==> src/hw/rtl/tbqdt_pkg.sv <==
// package for the token bucket queue depth throttle
// constants, widths and codes; no dependencies
package tbqdt_pkg;

  localparam int WINDOW_LEN = 5;
  localparam int BURST_MULT = 2;

  localparam int BUDGET_W   = 36;
  localparam int REQ_W      = 29;
  localparam int DEPTH_W    = 7;
  localparam int WIDX_W     = 6;
  localparam int ACC_W      = 40;
  localparam int LEVEL_W    = 37;
  localparam int BUCKET_W   = BUDGET_W + ((BURST_MULT > 1) ? $clog2(BURST_MULT) : 0);
  localparam int SUM_W      = ACC_W + ((WINDOW_LEN > 1) ? $clog2(WINDOW_LEN) : 0);
  localparam int CMP_W      = SUM_W + 10;
  localparam int FILL_W     = $clog2(WINDOW_LEN + 1);

  // deficit: 100*S < 97*LEN*B, surplus: 1000*S >= 995*LEN*B
  localparam int DEF_SCALE  = 100;
  localparam int SUR_SCALE  = 1000;
  localparam int DEF_MULT   = 97 * WINDOW_LEN;
  localparam int SUR_MULT   = 995 * WINDOW_LEN;

  localparam logic [DEPTH_W-1:0] DEPTH_LIMIT = DEPTH_W'(64);
  localparam logic [DEPTH_W-1:0] MIN_DEPTH   = DEPTH_W'(2);
  localparam logic [1:0]         DEF_COUNT_MAX = 2'd2;
  localparam logic [4:0]         SUR_COUNT_MAX = 5'd20;

  localparam logic [REQ_W-1:0]   REQ_BYTES_RST = REQ_W'(1048576);
  localparam logic [DEPTH_W-1:0] MAX_DEPTH_RST = DEPTH_W'(8);

  typedef enum logic [1:0] {
    CMD_START = 2'd0,
    CMD_ISSUE = 2'd1,
    CMD_DONE  = 2'd2,
    CMD_TICK  = 2'd3
  } cmd_t;

  typedef enum logic [1:0] {
    ST_GRANT    = 2'd0,
    ST_PARKED   = 2'd1,
    ST_NO_TOKEN = 2'd2,
    ST_ACK      = 2'd3
  } status_t;

  typedef enum logic [1:0] {
    REG_BUDGET      = 2'd0,
    REG_REQ_BYTES   = 2'd1,
    REG_MAX_DEPTH   = 2'd2,
    REG_NONE        = 2'd3
  } reg_idx_t;

endpackage

==> src/hw/rtl/token_bucket_queue_depth_throttle.sv <==
// token bucket read-request throttle with closed-loop queue depth control
// an accepted item passes through the input register, then the result register
// throughput: one item per cycle while the result is not stalled; a single input register feeds one pass of
//   logic that updates the state and loads the result register
// reset (rst, synchronous): state, window and counts cleared, registers to defaults
// depends on tbqdt_pkg
module token_bucket_queue_depth_throttle
  import tbqdt_pkg::*;
(
  input  logic                 clk,
  input  logic                 rst,
  // item channel
  input  logic                 cmd_valid,
  output logic                 cmd_ready,
  input  logic [1:0]           cmd,
  input  logic [WIDX_W-1:0]    worker_index,
  input  logic [REQ_W-1:0]     bytes_read,
  // result channel
  output logic                 result_valid,
  input  logic                 result_ready,
  output logic [1:0]           status,
  output logic [DEPTH_W-1:0]   active_depth,
  output logic [ACC_W-1:0]     tick_bytes,
  output logic [LEVEL_W-1:0]   token_level,
  // configuration port
  input  logic                 psel,
  input  logic                 penable,
  input  logic                 pwrite,
  input  logic [4:0]           paddr,
  input  logic [63:0]          pwdata,
  output logic [63:0]          prdata,
  output logic                 pready
);

  localparam int NEXT_OLD = (WINDOW_LEN > 1) ? WINDOW_LEN - 2 : 0;

  // configuration registers
  logic [BUDGET_W-1:0] budget_bytes;
  logic [REQ_W-1:0]    request_bytes;
  logic [DEPTH_W-1:0]  max_queue_depth;
  // thresholds scaled from the budget at write time
  logic [CMP_W-1:0]    thr_def;
  logic [CMP_W-1:0]    thr_sur;

  // input register
  logic                in_vld;
  cmd_t                in_cmd;
  logic [WIDX_W-1:0]   in_widx;
  logic [REQ_W-1:0]    in_bytes;

  // throttle state
  logic [BUCKET_W-1:0] bucket;
  logic [DEPTH_W-1:0]  depth_now;
  logic [ACC_W-1:0]    tick_accum;
  logic [ACC_W-1:0]    window [WINDOW_LEN];   // shift line, oldest at the end
  logic [SUM_W-1:0]    sum_excl;               // window sum less the oldest entry
  logic [FILL_W-1:0]   window_fill;
  logic [1:0]          deficit_count;
  logic [4:0]          surplus_count;

  // next values
  logic [BUCKET_W-1:0] bucket_next;
  logic [DEPTH_W-1:0]  depth_now_next;
  logic [ACC_W-1:0]    tick_accum_next;
  logic [SUM_W-1:0]    sum_excl_next;
  logic [FILL_W-1:0]   window_fill_next;
  logic [1:0]          deficit_count_next;
  logic [4:0]          surplus_count_next;
  logic                window_push;
  logic [ACC_W-1:0]    closed;
  status_t             status_next;

  // working signals
  logic                advance;
  logic                cfg_wr;
  reg_idx_t            cfg_idx;
  logic [DEPTH_W-1:0]  eff_max;
  logic                unlimited;
  logic [BUCKET_W:0]   refill_sum;
  logic [BUCKET_W-1:0] bucket_cap;
  logic [ACC_W:0]      accum_sum;
  logic [SUM_W-1:0]    sum_new;
  logic [CMP_W-1:0]    sum_x_def;
  logic [CMP_W-1:0]    sum_x_sur;
  logic                full;
  logic                is_deficit;
  logic                is_surplus;
  logic [1:0]          dc_inc;
  logic [4:0]          sc_inc;
  logic [ACC_W-1:0]    next_oldest;

  // pipeline control: the input register moves on whenever the result slot frees
  assign advance   = !result_valid || result_ready;
  assign cmd_ready = !in_vld || advance;

  // configuration port
  assign pready  = 1'b1;
  assign cfg_wr  = psel && penable && pwrite;
  assign cfg_idx = reg_idx_t'(paddr[4:3]);

  always_comb begin
    case (cfg_idx)
      REG_BUDGET:      prdata = 64'(budget_bytes);
      REG_REQ_BYTES:   prdata = 64'(request_bytes);
      REG_MAX_DEPTH:   prdata = 64'(max_queue_depth);
      default:         prdata = 64'd0;
    endcase
  end

  always_ff @(posedge clk) begin
    if (rst) begin
      budget_bytes    <= '0;
      request_bytes   <= REQ_BYTES_RST;
      max_queue_depth <= MAX_DEPTH_RST;
      thr_def         <= '0;
      thr_sur         <= '0;
    end else if (cfg_wr) begin
      case (cfg_idx)
        REG_BUDGET: begin
          budget_bytes <= pwdata[BUDGET_W-1:0];
          // constant multiplies, so the tick path only scales the sum
          thr_def     <= CMP_W'(pwdata[BUDGET_W-1:0]) * CMP_W'(DEF_MULT);
          thr_sur     <= CMP_W'(pwdata[BUDGET_W-1:0]) * CMP_W'(SUR_MULT);
        end
        REG_REQ_BYTES:   request_bytes   <= pwdata[REQ_W-1:0];
        REG_MAX_DEPTH:   max_queue_depth <= pwdata[DEPTH_W-1:0];
        default: ;
      endcase
    end
  end

  // shared terms
  assign eff_max     = (max_queue_depth > DEPTH_LIMIT) ? DEPTH_LIMIT : max_queue_depth;
  assign unlimited   = (budget_bytes == '0);
  assign refill_sum  = (BUCKET_W + 1)'(bucket) + (BUCKET_W + 1)'(budget_bytes);
  assign bucket_cap  = BUCKET_W'(budget_bytes) * BUCKET_W'(BURST_MULT);
  assign accum_sum   = (ACC_W + 1)'(tick_accum) + (ACC_W + 1)'(in_bytes);
  // window sum once the open tick is pushed and the oldest entry drops out
  assign sum_new     = sum_excl + SUM_W'(tick_accum);
  assign sum_x_def   = CMP_W'(sum_new) * CMP_W'(DEF_SCALE);
  assign sum_x_sur   = CMP_W'(sum_new) * CMP_W'(SUR_SCALE);
  assign window_fill_next = (window_fill < FILL_W'(WINDOW_LEN)) ? window_fill + 1'b1
                                                                : window_fill;
  assign full        = (window_fill_next == FILL_W'(WINDOW_LEN));
  assign is_deficit  = full && (sum_x_def < thr_def);
  assign is_surplus  = full && !is_deficit && (sum_x_sur >= thr_sur);
  assign dc_inc      = (deficit_count < DEF_COUNT_MAX) ? deficit_count + 1'b1 : deficit_count;
  assign sc_inc      = (surplus_count < SUR_COUNT_MAX) ? surplus_count + 1'b1 : surplus_count;
  // entry that becomes the oldest after the push
  assign next_oldest = (WINDOW_LEN > 1) ? window[NEXT_OLD] : tick_accum;

  // one pass over the item in the input register
  always_comb begin
    bucket_next        = bucket;
    depth_now_next     = depth_now;
    tick_accum_next    = tick_accum;
    sum_excl_next      = sum_excl;
    deficit_count_next = deficit_count;
    surplus_count_next = surplus_count;
    window_push        = 1'b0;
    closed             = '0;
    status_next        = ST_ACK;

    case (in_cmd)
      CMD_START: begin
        bucket_next = BUCKET_W'(budget_bytes);
        if (!unlimited) begin
          depth_now_next = (eff_max < MIN_DEPTH) ? eff_max : MIN_DEPTH;
        end else begin
          depth_now_next = eff_max;
        end
        tick_accum_next    = '0;
        sum_excl_next      = '0;
        deficit_count_next = '0;
        surplus_count_next = '0;
      end
      CMD_ISSUE: begin
        if (DEPTH_W'(in_widx) >= depth_now) begin
          status_next = ST_PARKED;
        end else if (unlimited) begin
          status_next = ST_GRANT;
        end else if (bucket >= BUCKET_W'(request_bytes)) begin
          bucket_next = bucket - BUCKET_W'(request_bytes);
          status_next = ST_GRANT;
        end else begin
          status_next = ST_NO_TOKEN;
        end
      end
      CMD_DONE: begin
        // saturating byte count
        tick_accum_next = accum_sum[ACC_W] ? '1 : accum_sum[ACC_W-1:0];
      end
      CMD_TICK: begin
        closed          = tick_accum;
        tick_accum_next = '0;
        if (!unlimited) begin
          bucket_next   = (refill_sum > (BUCKET_W + 1)'(bucket_cap)) ? bucket_cap
                                                                     : refill_sum[BUCKET_W-1:0];
          window_push   = 1'b1;
          sum_excl_next = sum_new - SUM_W'(next_oldest);
          if (is_deficit) begin
            deficit_count_next = dc_inc;
            if (dc_inc >= DEF_COUNT_MAX && depth_now < eff_max) begin
              depth_now_next     = depth_now + 1'b1;
              deficit_count_next = '0;
            end
            surplus_count_next = '0;
          end else if (is_surplus) begin
            surplus_count_next = sc_inc;
            if (sc_inc >= SUR_COUNT_MAX && depth_now > MIN_DEPTH) begin
              depth_now_next     = depth_now - 1'b1;
              surplus_count_next = '0;
            end
            deficit_count_next = '0;
          end else begin
            deficit_count_next = '0;
            surplus_count_next = '0;
          end
        end
      end
      default: ;
    endcase
  end

  // input register
  always_ff @(posedge clk) begin
    if (rst) begin
      in_vld <= 1'b0;
    end else if (cmd_ready) begin
      in_vld <= cmd_valid;
    end
    if (cmd_valid && cmd_ready) begin
      in_cmd   <= cmd_t'(cmd);
      in_widx  <= worker_index;
      in_bytes <= bytes_read;
    end
  end

  // state and result register
  always_ff @(posedge clk) begin
    if (rst) begin
      result_valid  <= 1'b0;
      bucket        <= '0;
      depth_now     <= '0;
      tick_accum    <= '0;
      sum_excl      <= '0;
      window_fill   <= '0;
      deficit_count <= '0;
      surplus_count <= '0;
      for (int i = 0; i < WINDOW_LEN; i++) begin
        window[i] <= '0;
      end
    end else if (advance) begin
      result_valid <= in_vld;
      if (in_vld) begin
        bucket        <= bucket_next;
        depth_now     <= depth_now_next;
        tick_accum    <= tick_accum_next;
        sum_excl      <= sum_excl_next;
        deficit_count <= deficit_count_next;
        surplus_count <= surplus_count_next;
        // a start empties the window
        if (in_cmd == CMD_START) begin
          window_fill <= '0;
          for (int i = 0; i < WINDOW_LEN; i++) begin
            window[i] <= '0;
          end
        end else if (window_push) begin
          window_fill <= window_fill_next;
          window[0]   <= closed;
          for (int i = 1; i < WINDOW_LEN; i++) begin
            window[i] <= window[i-1];
          end
        end
        status       <= status_next;
        active_depth <= depth_now_next;
        tick_bytes   <= closed;
        token_level  <= LEVEL_W'(bucket_next);
      end
    end
  end

endmodule

==> config.mk <==
export PLATFORM = sky130hd
export DESIGN_NAME = token_bucket_queue_depth_throttle
export DESIGN_NICKNAME = d
export VERILOG_FILES = /design/src/hw/rtl/tbqdt_pkg.sv /design/src/hw/rtl/token_bucket_queue_depth_throttle.sv
export SDC_FILE = /design/constraint.sdc
export NUM_CORES = 2
export LEC_CHECK = 0
export ABC_AREA = 0
export BUFFER_PORTS_ARGS = -buffer_cell sky130_fd_sc_hd__buf_2
export CORE_MARGIN = 4
export CORE_UTILIZATION = 58
export DETAILED_ROUTE_END_ITERATION = 10
export GPL_ROUTABILITY_DRIVEN = 0
export PLACE_DENSITY_LB_ADDON = 0.25
export SYNTH_ARGS = -nofsm -noshare
export SYNTH_HDL_FRONTEND = slang
export SYNTH_SLANG_ARGS = --single-unit
==> constraint.sdc <==
create_clock -name clk -period 10.4 [get_ports clk]
set_input_delay 0.52 -clock clk [delete_from_list [all_inputs] [get_ports clk]]
set_output_delay 0.52 -clock clk [all_outputs]
set_load 0.01 [all_outputs]
Word-level counts from Yosys, hierarchy flattened
Memory sizes are Yosys's and may differ from the RTL's.
Cells that the tools add are included.
- register bits after elaboration: 428
- RAM bits: 200
- bits of input ports: 113
- output and inout port bits: 153
- memories kept: 1
- memories (name ; depth ; bits a word ; read ports ; clocked after Yosys merged registers in ; write ports ; RTL line ; RTL):
    window ; 5 ; 40 ; 4 ; 0 ; 5 ; token_bucket_queue_depth_throttle.sv:55 ; logic [ACC_W-1:0] window [WINDOW_LEN];
- add/subtract/negate cells: 10
- multipliers: 4
- $lt $le $gt $ge: 14
- equality and inequality tests: 7
- muxes and demuxes: 63
- bitwise operators: 12
- reductions and logical operators: 29
- operators by type and width (kind ; count):
    40-bit 2-to-1 mux ; 12
    37-bit 2-to-1 mux ; 5
    37-bit one-hot mux with 3 select lines ; 1
    36-bit one-hot mux with 3 select lines ; 1
    43-bit one-hot mux with 2 select lines ; 1
    40-bit one-hot mux with 2 select lines ; 1
    7-bit 2-to-1 mux ; 8
    53-bit by 49-bit >= comparator with 1-bit output ; 1
    50-bit by 45-bit < comparator with 1-bit output ; 1
    43-bit by 7-bit multiplier with 50-bit output (second input constant) ; 1
    36-bit by 13-bit multiplier with 49-bit output (second input constant) ; 1
    43-bit by 5-bit multiplier with 48-bit output (second input constant) ; 1
    36-bit by 9-bit multiplier with 45-bit output (second input constant) ; 1
    43-bit by 40-bit adder with 43-bit output ; 1
    43-bit 2-to-1 mux ; 1
    43-bit by 40-bit subtractor with 43-bit output ; 1
    40-bit by 29-bit adder with 41-bit output ; 1
    37-bit by 36-bit adder with 38-bit output ; 1
    38-bit by 37-bit greater-than comparator with 1-bit output ; 1
    37-bit by 29-bit >= comparator with 1-bit output ; 1
    37-bit by 29-bit subtractor with 37-bit output ; 1
    36-bit zero test ; 1
    5-bit 2-to-1 mux ; 5
    1-bit 2-to-1 mux ; 15
    35 further kinds ; 75

Longest topological paths before layout
- word-level depth: 11
- gate-level depth with buffers: 47
- gate-level depth less buffers: 47

Least setup slack after synthesis
Ideal clock, no wire load.
- path kind: flip-flop to flip-flop
- from: reg tick_accum[0]
- to: reg active_depth[3] (data pin)
- setup time: 279 ps
- data arrival time: 9498 ps
- data required time: 10121 ps
- setup slack: 623 ps
- cell stages (with the launch flop): 43
- buffers on the path: 2
- clock period less this slack: 9777 ps
- path through: dfxtp_1 > ha_1 > fa_1 > a211oi_1 > o211ai_1 > a31oi_1 > a211oi_1 > or3b_1 > and2_1 > a21o_1 > a21oi_1 > o21bai_1 > a21oi_1 > xnor2_1 > ha_1 > ha_1 > inv_1 > fa_1 > [7 not listed] > a32o_1 > nor2_1 > or3b_1 > nand2b_1 > a21oi_1 > xnor2_1 > ha_1 > a2111oi_0 > o211ai_1 > or4_1 > a221o_1 > or4_1 > buf_2 > or4_4 > nor2_1 > nor2_1 > o311ai_0 > o21ai_0
- cells in the longest elaborated chain, start to end: 11
- elaborated cells on any way between the ends: 13
- ends and longest elaborated chain (what ; RTL line ; RTL):
    from (decl) ; token_bucket_queue_depth_throttle.sv:54 ; logic [ACC_W-1:0] tick_accum;
    from (signal assigned) ; token_bucket_queue_depth_throttle.sv:258 ; tick_accum <= tick_accum_next;
    43-bit by 40-bit adder with 43-bit output * ; token_bucket_queue_depth_throttle.sv:139 ; assign sum_new = sum_excl + SUM_W'(tick_accum);
    43-bit by 5-bit multiplier with 48-bit output ; token_bucket_queue_depth_throttle.sv:140 ; assign sum_x_def = CMP_W'(sum_new) * CMP_W'(DEF_SCALE);
    50-bit by 45-bit < comparator with 1-bit output ; token_bucket_queue_depth_throttle.sv:145 ; assign is_deficit = full && (sum_x_def < thr_def);
    1-bit logical AND ; token_bucket_queue_depth_throttle.sv:145 ;
    1-bit zero test ; token_bucket_queue_depth_throttle.sv:146 ; assign is_surplus = full && !is_deficit && (sum_x_sur >= thr_sur);
    1-bit logical AND (2 in series) ; token_bucket_queue_depth_throttle.sv:146 ;
    7-bit 2-to-1 mux ; token_bucket_queue_depth_throttle.sv:208 ; end else if (is_surplus) begin
    7-bit 2-to-1 mux * ; token_bucket_queue_depth_throttle.sv:201 ; if (is_deficit) begin
    7-bit 2-to-1 mux * ; token_bucket_queue_depth_throttle.sv:196 ; if (!unlimited) begin
    7-bit one-hot mux with 2 select lines * ; token_bucket_queue_depth_throttle.sv:164 ; case (in_cmd)
    net depth_now_next[3] ; token_bucket_queue_depth_throttle.sv:63 ; logic [DEPTH_W-1:0] depth_now_next;
    to (signal assigned) ; token_bucket_queue_depth_throttle.sv:276 ; active_depth <= depth_now_next;
    to (decl) ; token_bucket_queue_depth_throttle.sv:22 ; output logic [DEPTH_W-1:0] active_depth,
Mark *: on every way through the listed nets, which the timed path passes. The rest lies on a longest branch.
A chain may end at the register's enable or synchronous reset.

Final worst setup path
- from: reg tick_accum[0]
- to: reg active_depth[5] (data pin)
The elaborated chain is that of the path after synthesis.

==> qor.csv <==
stage,metric,value,unit
drt,via count of the routed design,49057,
floorplanning,# IOs,266,
power,Comb pwr share,61.4,%
placement,DP Area,63300,sq um
cts,CTS tree,yes,
drt,Avg Vias per Cell,5.87,
placement,Post-DP HPWL,129000,um
floorplanning,die width,331,um
sta,clk_skew,38.4,ps
global_route,GRT Total Usage,30.0,%
critical_path,Critical Path Start,tick_accum[0]$_SDFFE_PP0P_,
synthesis,synth top area cells,"fa_1 16%, ha_1 16%, edfxtp_1 14%, dfxtp_1 10%, inv_1 6.5%",
cells_and_area,register area,14600,sq um
cells_and_area,P&R area growth vs syn,9.35,%
cts,total number of H-tree levels,3,
cells_and_area,footprint of the multi-input gates,41500,sq um
cts,clock-pin slew on the worst setup and hold paths,60,ps
synthesis,top-area cell type share of the netlist area,16.2,%
sta,Worst-Margin Slew,1190,ps
drt,Post-DRT Antenna Nets,0,
drt,initial DRC count,4022,
critical_path,Worst setup EP type,register,
drt,DRC,0,
critical_path,Setup crit start kind,register,
synthesis,Post-synth EDFFs,283,
floorplanning,num rows,118,
cts,Worst-Skew Late Latency,650,ps
floorplanning,initial core utilization,58.3,%
power,Lkg Pwr,31.3,nW
power,power density cells,195,nW/um^2
synthesis,Yosys top cell by area,fa_1,
synthesis,"Distinct cells, synth",95,
synthesis,ys flop type,dfxtp_1,
cells_and_area,share of layout cells above drive strength 1,8.54,%
power,Power Total,12.9,mW
critical_path,Crit-path slowest cell,or4_4,
synthesis,synthesized area,60400,sq um
cts,CTS Buf Count,67,
critical_path,"Max FO, Critical Path",6,
cells_and_area,most frequent cells in the layout,"1039 x inv_1, 768 x ha_1, 569 x a21oi_1",
cells_and_area,Final nets,8298,
sta,Final setup viols,0,
synthesis,Post-synth ARST share,0,%
synthesis,"Seq/Total Area, Yosys",24.1,%
min_path,hold path startpoint,bytes_read[3],
global_route,pin count of the biggest net entering global routing,132,
global_route,antenna violations before repair,4,
cts,CTS Buffer Depth,3,
sta,post-layout minimum cycle time,10080,ps
synthesis,Syn Inst Count,6695,
synthesis,Synth Area per Inst,9.02,sq um
synthesis,yosys warns,0,
floorplanning,CORE AREA,103000,sq um
power,Pint,7.21,mW
drt,drt pass-1 iters,6,
min_path,min-delay worst type,in -> reg,
power,Sw Share,44.1,%
critical_path,CP dominant cell by count,ha_1,
cts,# clock sinks,585,
critical_path,data required time of the worst path,10830,ps
critical_path,Worst EP arrival,10510,ps
global_route,"Remaining Overflow, GRT",0,
cells_and_area,Post-Route Utilization,63.8,%
critical_path,r2r startpoint,tick_accum[0]$_SDFFE_PP0P_,
sta,Final Cycle Share,96.9,%
power,clock share of power,18.4,%
power,Reg power frac,20.2,%
cells_and_area,Filler cells,8661,
global_route,vias in the first global route,49035,
power,NetSw,5.69,mW
sta,Final Hold Viols,0,
placement,Port Buffers,205,
synthesis,Yosys reg bits,585,
outcome,outcome,"finished, final reports clean",
cells_and_area,fin area,66000,sq um
sta,Peak Freq,99.2,MHz
critical_path,CP Class,reg -> reg,
sta,Max Slew Vio Count,0,
critical_path,Max stage delay on crit path,560,ps
drt,drt wl/cell,19.6,um
cts,"Hold-fix buffers, CTS",0,
flow_run,Max Cap Viol,0,
floorplanning,Die Y,331,um
floorplanning,Die ar.,109000,sq um
power,VDD IR max,0.000285,V
global_route,global-route wire length before repair,261000,um
drt,WL final,164000,um
sta,slew margin rel.,20.7,%
cells_and_area,"commonest non-fill, non-tap cell in the layout",inv_1,
cts,root buffer cell,clkbuf_16,
==> routing by layer <==
| layer | wire, um | up-vias | GRT usage (%) |
|---|---|---|---|
| met2 | 76600 | 1729 | 49.2 |
| li1 | - | 23171 | - |
| met4 | 6150 | 4 | 10.8 |
| met3 | 12400 | 362 | 4.46 |
| met1 | 68900 | 23791 | 40.7 |
| met5 | 33 | - | 0 |
==> critical path, delay by kind of cell, from the launching register on <==
| family | cells | cell delay (ps) |
|---|---|---|
| and+or+nand+nor | 13 | 3610 |
| AOI/OAI and AO/OA | 16 | 3150 |
| adders and majority gates | 7 | 2220 |
| DFF | 1 | 320 |
| xor gates and xnor gates | 2 | 300 |
| buffers and inverters | 3 | 290 |
==> registers in the layout, indices dropped and copies added, names as in the netlist, 36 cells and up <==
register      cells
thr_def          43
window          160
tick_bytes       40
sum_excl         43
budget_bytes     36
token_level      37
bucket           37
thr_sur          48
tick_accum       40
==> final cells by class <==
| type | count | share of cell area (%) |
|---|---|---|
| Multi-Input combinational cell | 4865 | 62.8 |
| Sequential cell | 585 | 22.0 |
| Inverter | 1045 | 5.95 |
| Timing Repair Buffer | 353 | 3.27 |
| Clock buffer | 99 | 2.96 |
| Tap cell | 1380 | 2.61 |
| Clock inverter | 23 | 0.366 |
| Antenna cell | 3 | 0.0114 |
==> cell usage after synthesis (67+ instances only) <==
library cell  count
clkbuf_1        186
nor2b_1          71
edfxtp_1        283
a21o_1          270
xor2_1          112
o21ai_0         269
a21oi_1         578
nor2_1          353
a211oi_1         67
inv_1          1042
xnor2_1         215
fa_1            490
and2_1          224
dfxtp_1         302
nand2_1         509
ha_1            778
==> cell families after synthesis <==
family	after synthesis	share of synthesized area, %
buf+inv	1272	8.10
other cells	2	0.0124
fa+ha+maj	1272	32.4
flops	585	24.1
xor+xnor	328	4.77
simple gates	1542	12.3
compound gates	1616	17.0
mux	78	1.33
==> final timing paths <==
kind,slack [ps],end,cells past startpoint
max reg2reg,320,active_depth[5]$_DFFE_PP_,41
min reg2reg,450,thr_def[24]$_SDFFE_PP0P_,2
min,70,in_bytes[3]$_DFFE_PP_,1
max,320,active_depth[5]$_DFFE_PP_,41
==> stage by stage <==
| stage | worst slack, ps | instances | setup TNS [ps] | hold WS [ps] |
|---|---|---|---|---|
| after floorplan | 623 | 6722 | 0 | 429 |
| after global placement | -234 | 8210 | -1070 | 441 |
| after detailed placement | -403 | 8210 | -4940 | 444 |
| after CTS | 36.4 | 8337 | 0 | 29.7 |
| after global routing | -109 | 8352 | -527 | 36.5 |
| final | 322 | 8353 | 0 | 66.8 |
==> power by group through the flow <==
stage,sequential (mW),combinational (mW),clock (mW)
floorplan,2.63,5.77,0
global placement,2.64,7.67,0
detailed placement,2.65,7.82,0
CTS,2.60,7.89,2.41
global route,2.61,8.88,2.50
finish,2.60,7.92,2.38
==> timing repair <==
action | in CTS | in global routing
buffers inserted | 5 | 13
endpoints found under the setup margin | 19 | 19
endpoints found under the hold margin | 0 | 0
resized for setup | 7 | 75
pin swaps | 4 | 29
Note: power is estimated with default switching activity, not from simulation.
